===== src/design/ptq_pkg.sv =====
// Shared types and constants for the periodic timer queue.
// No dependencies; every other file in this block but ptq_ram uses it.
package ptq_pkg;

  localparam int MAX_TIMERS  = 16;
  localparam int TIME_BITS   = 48;
  localparam int PERIOD_BITS = 32;
  localparam int ID_BITS     = $clog2(MAX_TIMERS);
  localparam int CNT_BITS    = $clog2(MAX_TIMERS + 1);
  localparam int SUM_BITS    = ((TIME_BITS > PERIOD_BITS) ? TIME_BITS : PERIOD_BITS) + 1;
  localparam int ENTRY_BITS  = TIME_BITS + ID_BITS;

  localparam logic [1:0] ACT_ADD    = 2'd0;
  localparam logic [1:0] ACT_REMOVE = 2'd1;
  localparam logic [1:0] ACT_TICK   = 2'd2;
  localparam logic [1:0] ACT_CLEAR  = 2'd3;

  localparam logic [2:0] ST_ADDED    = 3'd0;
  localparam logic [2:0] ST_FULL     = 3'd1;
  localparam logic [2:0] ST_REMOVED  = 3'd2;
  localparam logic [2:0] ST_REJECTED = 3'd3;
  localparam logic [2:0] ST_IDLE     = 3'd4;
  localparam logic [2:0] ST_FIRED    = 3'd5;
  localparam logic [2:0] ST_STALE    = 3'd6;

  typedef struct packed {
    logic [1:0]             action;
    logic [TIME_BITS-1:0]   deadline;
    logic [PERIOD_BITS-1:0] repeat_period;
    logic [ID_BITS-1:0]     target_id;
    logic [TIME_BITS-1:0]   now_time;
  } req_t;

  typedef struct packed {
    logic [2:0]           status;
    logic [ID_BITS-1:0]   result_id;
    logic [TIME_BITS-1:0] fire_time;
  } rsp_t;

  // one heap entry as read back from memory, tagged with its slot
  typedef struct packed {
    logic                 valid;
    logic [TIME_BITS-1:0] deadline;
    logic [ID_BITS-1:0]   owner;
    logic [ID_BITS-1:0]   slot;
  } sample_t;

  typedef enum logic [3:0] {
    S_IDLE, S_ADD_RD, S_ADD_WR, S_SCAN, S_SCAN_END, S_CHECK, S_POP, S_REARM, S_DONE
  } state_t;

endpackage


===== src/design/ptq_ram.sv =====
// Generic single-write, single-read RAM with registered read data.
// No dependencies.
module ptq_ram #(
  parameter int WIDTH = 8,
  parameter int DEPTH = 16
) (
  input  logic                     clk,
  input  logic                     we,
  input  logic [$clog2(DEPTH)-1:0] waddr,
  input  logic [WIDTH-1:0]         wdata,
  input  logic [$clog2(DEPTH)-1:0] raddr,
  output logic [WIDTH-1:0]         rdata
);
  logic [WIDTH-1:0] mem [DEPTH];

  always_ff @(posedge clk) begin
    if (we) begin
      mem[waddr] <= wdata;
    end
    rdata <= mem[raddr];
  end
endmodule


===== src/design/ptq_min_scan.sv =====
// Running minimum over heap entries streamed from memory, one per cycle.
// Depends on ptq_pkg. Ties on deadline go to the smaller owner id.
module ptq_min_scan (
  input  logic                          clk,
  input  logic                          start,
  input  ptq_pkg::sample_t              sample,
  output logic [ptq_pkg::TIME_BITS-1:0] best_deadline,
  output logic [ptq_pkg::ID_BITS-1:0]   best_owner,
  output logic [ptq_pkg::ID_BITS-1:0]   best_slot
);
  logic have;
  logic take;

  always_comb begin
    take = sample.valid && (!have || (sample.deadline < best_deadline) ||
           ((sample.deadline == best_deadline) && (sample.owner < best_owner)));
  end

  always_ff @(posedge clk) begin
    if (start) begin
      have <= 1'b0;
    end else if (take) begin
      have          <= 1'b1;
      best_deadline <= sample.deadline;
      best_owner    <= sample.owner;
      best_slot     <= sample.slot;
    end
  end
endmodule


===== src/design/periodic_timer_queue.sv =====
// Periodic timer queue: pending expiries in a RAM, scanned linearly for the earliest.
// Add reads the free stack when it reuses an id, then writes the heap; remove and clear
// respond directly; tick scans pending entries, then checks, pops if due and may re-arm.
// One item at a time; the next is taken once the previous result is registered.
// Throughput is set by the heap RAM read port during the tick scan.
// Synchronous reset empties queue, free stack and id counter; RAM contents stay undefined.
// Depends on ptq_pkg, ptq_ram, ptq_min_scan.
module periodic_timer_queue (
  input  logic           clk,
  input  logic           rst,
  input  logic           req_valid,
  output logic           req_stall,
  input  ptq_pkg::req_t  req,
  output logic           rsp_valid,
  input  logic           rsp_stall,
  output ptq_pkg::rsp_t  rsp
);
  localparam int TB = ptq_pkg::TIME_BITS;
  localparam int IB = ptq_pkg::ID_BITS;
  localparam int CB = ptq_pkg::CNT_BITS;
  localparam int SB = ptq_pkg::SUM_BITS;

  ptq_pkg::state_t state, state_next;
  ptq_pkg::req_t   item;
  ptq_pkg::rsp_t   res;
  ptq_pkg::rsp_t   res_init;

  logic [CB-1:0] heap_count, free_count, ids_issued, scan_idx;
  logic [ptq_pkg::MAX_TIMERS-1:0] entry_valid;
  logic [IB-1:0] new_id;
  logic [TB-1:0] next_deadline;
  logic          accept;
  logic          samp_v;
  logic [IB-1:0] samp_slot;

  // RAM ports
  logic                         heap_we, per_we, free_we;
  logic [IB-1:0]                heap_waddr, heap_raddr, per_waddr, per_raddr;
  logic [IB-1:0]                free_waddr, free_raddr;
  logic [ptq_pkg::ENTRY_BITS-1:0] heap_wdata, heap_rdata;
  logic [ptq_pkg::PERIOD_BITS-1:0] per_rdata;
  logic [IB-1:0]                free_wdata, free_rdata;

  logic [TB-1:0]    best_deadline;
  logic [IB-1:0]    best_owner, best_slot;
  ptq_pkg::sample_t sample;
  logic [SB-1:0]    rearm_sum;
  logic             due;
  logic             out_free;

  assign accept   = req_valid && !req_stall;
  assign out_free = !rsp_valid || !rsp_stall;
  assign due      = !(item.now_time < best_deadline);
  assign rearm_sum = SB'(best_deadline) + SB'(per_rdata);

  ptq_ram #(.WIDTH(ptq_pkg::ENTRY_BITS), .DEPTH(ptq_pkg::MAX_TIMERS)) u_heap (
    .clk, .we(heap_we), .waddr(heap_waddr), .wdata(heap_wdata),
    .raddr(heap_raddr), .rdata(heap_rdata)
  );
  ptq_ram #(.WIDTH(ptq_pkg::PERIOD_BITS), .DEPTH(ptq_pkg::MAX_TIMERS)) u_period (
    .clk, .we(per_we), .waddr(per_waddr), .wdata(item.repeat_period),
    .raddr(per_raddr), .rdata(per_rdata)
  );
  ptq_ram #(.WIDTH(IB), .DEPTH(ptq_pkg::MAX_TIMERS)) u_free (
    .clk, .we(free_we), .waddr(free_waddr), .wdata(free_wdata),
    .raddr(free_raddr), .rdata(free_rdata)
  );

  always_comb begin
    sample.valid    = samp_v;
    sample.deadline = heap_rdata[ptq_pkg::ENTRY_BITS-1:IB];
    sample.owner    = heap_rdata[IB-1:0];
    sample.slot     = samp_slot;
  end

  ptq_min_scan u_scan (
    .clk, .start(accept), .sample,
    .best_deadline, .best_owner, .best_slot
  );

  // result known at accept time for add-full, remove and clear
  always_comb begin
    res_init = '{status: ptq_pkg::ST_IDLE, result_id: '0, fire_time: '0};
    case (req.action)
      ptq_pkg::ACT_ADD: begin
        if (free_count == '0 && !(ids_issued < CB'(ptq_pkg::MAX_TIMERS)))
          res_init.status = ptq_pkg::ST_FULL;
      end
      ptq_pkg::ACT_REMOVE: begin
        res_init.result_id = req.target_id;
        res_init.status = (CB'(req.target_id) < ids_issued) ?
                          ptq_pkg::ST_REMOVED : ptq_pkg::ST_REJECTED;
      end
      default: ;
    endcase
  end

  // next state
  always_comb begin
    state_next = state;
    case (state)
      ptq_pkg::S_IDLE: begin
        if (accept) begin
          case (req.action)
            ptq_pkg::ACT_ADD: begin
              if (free_count != '0) state_next = ptq_pkg::S_ADD_RD;
              else if (ids_issued < CB'(ptq_pkg::MAX_TIMERS)) state_next = ptq_pkg::S_ADD_WR;
              else state_next = ptq_pkg::S_DONE;
            end
            ptq_pkg::ACT_TICK: begin
              state_next = (heap_count == '0) ? ptq_pkg::S_DONE : ptq_pkg::S_SCAN;
            end
            default: state_next = ptq_pkg::S_DONE;
          endcase
        end
      end
      ptq_pkg::S_ADD_RD:   state_next = ptq_pkg::S_ADD_WR;
      ptq_pkg::S_ADD_WR:   state_next = ptq_pkg::S_DONE;
      ptq_pkg::S_SCAN: begin
        if (scan_idx == heap_count - CB'(1)) state_next = ptq_pkg::S_SCAN_END;
      end
      ptq_pkg::S_SCAN_END: state_next = ptq_pkg::S_CHECK;
      ptq_pkg::S_CHECK:    state_next = due ? ptq_pkg::S_POP : ptq_pkg::S_DONE;
      ptq_pkg::S_POP: begin
        state_next = (entry_valid[best_owner] && per_rdata != '0) ?
                     ptq_pkg::S_REARM : ptq_pkg::S_DONE;
      end
      ptq_pkg::S_REARM:    state_next = ptq_pkg::S_DONE;
      ptq_pkg::S_DONE:     if (out_free) state_next = ptq_pkg::S_IDLE;
      default:             state_next = ptq_pkg::S_IDLE;
    endcase
  end

  // memory controls
  always_comb begin
    req_stall  = (state != ptq_pkg::S_IDLE);
    heap_we    = 1'b0;
    heap_waddr = heap_count[IB-1:0];
    heap_wdata = {item.deadline, new_id};
    heap_raddr = scan_idx[IB-1:0];
    per_we     = 1'b0;
    per_waddr  = new_id;
    per_raddr  = best_owner;
    free_we    = 1'b0;
    free_waddr = free_count[IB-1:0];
    free_wdata = best_owner;
    free_raddr = free_count[IB-1:0] - IB'(1);
    case (state)
      ptq_pkg::S_ADD_WR: begin
        heap_we = 1'b1;
        per_we  = 1'b1;
      end
      ptq_pkg::S_CHECK: begin
        heap_raddr = heap_count[IB-1:0] - IB'(1);
      end
      ptq_pkg::S_POP: begin
        heap_we    = 1'b1;
        heap_waddr = best_slot;
        heap_wdata = heap_rdata;
        free_we    = !entry_valid[best_owner] || (per_rdata == '0);
      end
      ptq_pkg::S_REARM: begin
        heap_we    = 1'b1;
        heap_wdata = {next_deadline, best_owner};
      end
      default: ;
    endcase
  end

  always_ff @(posedge clk) begin
    if (rst) begin
      state       <= ptq_pkg::S_IDLE;
      heap_count  <= '0;
      free_count  <= '0;
      ids_issued  <= '0;
      entry_valid <= '0;
      rsp_valid   <= 1'b0;
      samp_v      <= 1'b0;
    end else begin
      state     <= state_next;
      samp_v    <= (state == ptq_pkg::S_SCAN);
      samp_slot <= scan_idx[IB-1:0];
      if (rsp_valid && !rsp_stall && state != ptq_pkg::S_DONE) rsp_valid <= 1'b0;
      case (state)
        ptq_pkg::S_IDLE: begin
          if (accept) begin
            item     <= req;
            scan_idx <= '0;
            res      <= res_init;
            case (req.action)
              ptq_pkg::ACT_ADD: begin
                if (free_count != '0) begin
                  free_count <= free_count - CB'(1);
                end else if (ids_issued < CB'(ptq_pkg::MAX_TIMERS)) begin
                  new_id     <= ids_issued[IB-1:0];
                  ids_issued <= ids_issued + CB'(1);
                end
              end
              ptq_pkg::ACT_REMOVE: begin
                if (CB'(req.target_id) < ids_issued) begin
                  entry_valid[req.target_id] <= 1'b0;
                end
              end
              ptq_pkg::ACT_CLEAR: begin
                heap_count  <= '0;
                free_count  <= '0;
                ids_issued  <= '0;
                entry_valid <= '0;
              end
              default: ;
            endcase
          end
        end
        ptq_pkg::S_ADD_RD: new_id <= free_rdata;
        ptq_pkg::S_ADD_WR: begin
          entry_valid[new_id] <= 1'b1;
          heap_count <= heap_count + CB'(1);
          res.status    <= ptq_pkg::ST_ADDED;
          res.result_id <= new_id;
        end
        ptq_pkg::S_SCAN: scan_idx <= scan_idx + CB'(1);
        ptq_pkg::S_CHECK: begin
          if (due) heap_count <= heap_count - CB'(1);
        end
        ptq_pkg::S_POP: begin
          res.result_id <= best_owner;
          res.fire_time <= best_deadline;
          if (!entry_valid[best_owner]) begin
            res.status <= ptq_pkg::ST_STALE;
            free_count <= free_count + CB'(1);
          end else begin
            res.status <= ptq_pkg::ST_FIRED;
            if (per_rdata == '0) begin
              entry_valid[best_owner] <= 1'b0;
              free_count <= free_count + CB'(1);
            end
          end
          // saturating re-arm
          next_deadline <= (rearm_sum[SB-1:TB] != '0) ? {TB{1'b1}} : rearm_sum[TB-1:0];
        end
        ptq_pkg::S_REARM: heap_count <= heap_count + CB'(1);
        ptq_pkg::S_DONE: begin
          if (out_free) begin
            rsp       <= res;
            rsp_valid <= 1'b1;
          end
        end
        default: ;
      endcase
    end
  end

  a_heap_le_issued: assert property (@(posedge clk) disable iff (rst)
    heap_count <= ids_issued) else $error("more pending entries than ids issued");
  a_free_le_issued: assert property (@(posedge clk) disable iff (rst)
    free_count <= ids_issued) else $error("free stack deeper than ids issued");
  a_status_code: assert property (@(posedge clk) disable iff (rst)
    rsp_valid |-> rsp.status <= ptq_pkg::ST_STALE) else $error("bad status code");
  a_one_item: assert property (@(posedge clk) disable iff (rst)
    accept |=> req_stall) else $error("second item taken while busy");
endmodule


===== config.mk =====
export PLATFORM = sky130hd
export DESIGN_NAME = periodic_timer_queue
export DESIGN_NICKNAME = d
export VERILOG_FILES = /design/src/design/ptq_pkg.sv /design/src/design/ptq_ram.sv /design/src/design/ptq_min_scan.sv /design/src/design/periodic_timer_queue.sv
export SDC_FILE = /design/constraint.sdc
export NUM_CORES = 2
export LEC_CHECK = 0
export BUFFER_PORTS_ARGS = -buffer_cell sky130_fd_sc_hd__buf_2
export CORE_AREA = 4 4 416 418
export DETAILED_ROUTE_END_ITERATION = 7
export DIE_AREA = 0 0 420 422
export GPL_ROUTABILITY_DRIVEN = 0
export HOLD_SLACK_MARGIN = 0.05
export PLACE_DENSITY_LB_ADDON = 0.08
export SETUP_SLACK_MARGIN = 0.3
export SYNTH_ARGS = -nofsm -noshare
export SYNTH_HDL_FRONTEND = slang
export SYNTH_SLANG_ARGS = --single-unit
export TNS_END_PERCENT = 1

===== constraint.sdc =====
create_clock -name clk -period 20.7 [get_ports clk]
set_input_delay 1.035 -clock clk [delete_from_list [all_inputs] [get_ports clk]]
set_output_delay 1.035 -clock clk [all_outputs]
set_load 0.01 [all_outputs]

==> metrics <==
status=finished clean; Unique masters post-synth=84; post-synthesis sequential area ratio=73.07%; Routed WL=203300 um; clk_skew=57.45 ps; initial antenna violation count=5; Initial DRC Count=4011; Reg clk slew, reported paths=60 ps; DRT Pass-1 Iters=7; port bufs=194; total global routing track utilization=22.69%; Final Power=8.212 mW; Bufs on Longest Clock Path=3; final period utilization=26.08%; DRC=0; number of global-route vias before repair=41710; CP Launch Type=flip-flop; # H-tree levels=4; CTS sink cnt=1889; setup TNS=0 ps; nets=5243; CP Data Required Time=21360 ps; dpl hpwl=116700 um; multi-input logic area=19240 um2; commonest non-fill, non-tap cells in the layout=1763 x edfxtp_1, 525 x nand2_1, 272 x a211oi_1; Fmax=0.1852 GHz; RSZ-0062 raised after global routing=false; Async SR Flop Fraction=0%; min Tclk post-route=5399 ps; wire length per cell=27.67 um; crit path DAT=6060 ps; filler cell count=13990; Non-Filler Instances=7347; Post-synth top flop=edfxtp_1; CTS buffer count=197; FF+latch area=55460 um2; Cell Pwr Density=95.90 nW/um2; Root Driver=clkbuf_16; post-route ant nets=0; Die Y=422 um; Initial Utilization=44.89%; Die Wd=420 um; Worst-Margin Slew=1346 ps; final hold vios=0; VDD IR-drop max=74.21 uV; Synth Warn #=0; global-route wire length before repair=293700 um; synthesized area=75900 um2; register bit total from synthesis=1889; Core Box Area=169100 um2; Mean Syn Cell Area=15.86 um2; Post-synth EDFFs=1763; # hold bufs at CTS=0; Final setup viols=0; die area=177200 um2; Mapped Cells=4785; remaining global-route overflow=0; post-route core utilization=50.64%; area growth from synthesis to layout=12.82%; CTS tree=yes; Via density=5.816; hold crit path type=input port to flip-flop; pin count of the biggest net entering global routing=231; WS Path Type=flip-flop to flip-flop; postcts setup bufs=0; max-cap viol count=0; WHS=370.0 ps; total leakage power=28.34 nW; layout cells sized above 1=15.67%; clk_lat worst skew=850 ps; CP Capture Type=flip-flop; synthesized net count=5067; DR vias=42730; commonest non-fill, non-tap cell in the layout=edfxtp_1; Max-slew headroom=9.598%; post_cts resized=0; placed cells=6980; num ports=195; Std-Cell Rows=151; Slew Viols, Final=0; critical path peak fanout=95
[cells in the mapped netlist (65+ instances only)]
cell / number / area share [%]
inv_1: 78 / 0.39
a31oi_1: 130 / 1.1
mux4_2: 185 / 5.5
clkbuf_1: 187 / 0.92
dfxtp_1: 126 / 3.3
a311oi_1: 110 / 1.3
a21oi_1: 189 / 1.2
nor2_1: 167 / 0.83
ha_1: 143 / 2.4
edfxtp_1: 1763 / 70
a211oi_1: 273 / 2.7
and3_1: 65 / 0.54
o21ai_0: 79 / 0.52
nand2_1: 526 / 2.6
and2_1: 197 / 1.6
[cell type report]
cell class	instances	area share (%)
tap	2218	3.241
sequential	1889	64.77
clock buffer	273	6.373
multi-input combinational	2527	22.47
timing repair buffer	268	1.841
inverter	78	0.3419
clock inverter	91	0.9570
antenna	3	0.008767
[critical path, stage by stage, from the launching register on]
cell and delay, ps:
dfxtp_2 610, buf_4 410, nor2b_1 280, nand3b_2 310
a21oi_4 250, buf_4 780, buf_4 890, buf_4 880
a311oi_1 180, a211oi_1 340, a21oi_1 80
[kinds of logic after synthesis]
logic type,share of synthesized area (%)
simple gates,7.362
mux,5.738
xor+xnor,0.5077
buf+inv,2.039
fa+ha+maj,2.384
compound gates,8.900
flops,73.07
[final timing paths]
| path | start | end | slack, ps | cells after the start |
|---|---|---|---|---|
| worst max register to register | state[0] | u_heap.rdata[18] | 15300 | 10 |
| worst max-delay path | state[0] | u_heap.rdata[18] | 15300 | 10 |
| worst min-delay path | req[76] | item[76] | 370 | 1 |
| worst min register to register | res[7] | rsp[7] | 390 | 0 |
[power by group]
group / switching [mW] / total, mW / internal, mW
Sequential: 0.0841 / 4.36 / 4.27
Combinational: 0.285 / 0.429 / 0.144
Clock: 1.47 / 3.43 / 1.96
[flip-flops by register name, summed over array words and instances (netlist names), 5 cells and up]
name,cells
rsp,55
entry_valid,16
item,128
u_period.rdata,32
free_count,5
u_scan.best_deadline,48
scan_idx,5
res,55
u_heap.rdata,52
u_free.mem,64
ids_issued,5
u_heap.mem,832
next_deadline,48
heap_count,5
u_period.mem,512
[routing by layer]
metal  GRT usage [%]  part of all wire (%)
met4           7.367                   3.0
met2           37.45                    49
met3           3.143                   4.9
met1           31.20                    43
met5               0                     0
[through the flow]
step	setup WS [ps]	area [um2]
6_report	15300	85630
5_1_grt	14960	85630
3_3_place_gp	15430	79350
2_1_floorplan	13290	75900
4_1_cts	15360	85630
3_5_place_dp	15380	79350
(Power assumes the default switching activity.)
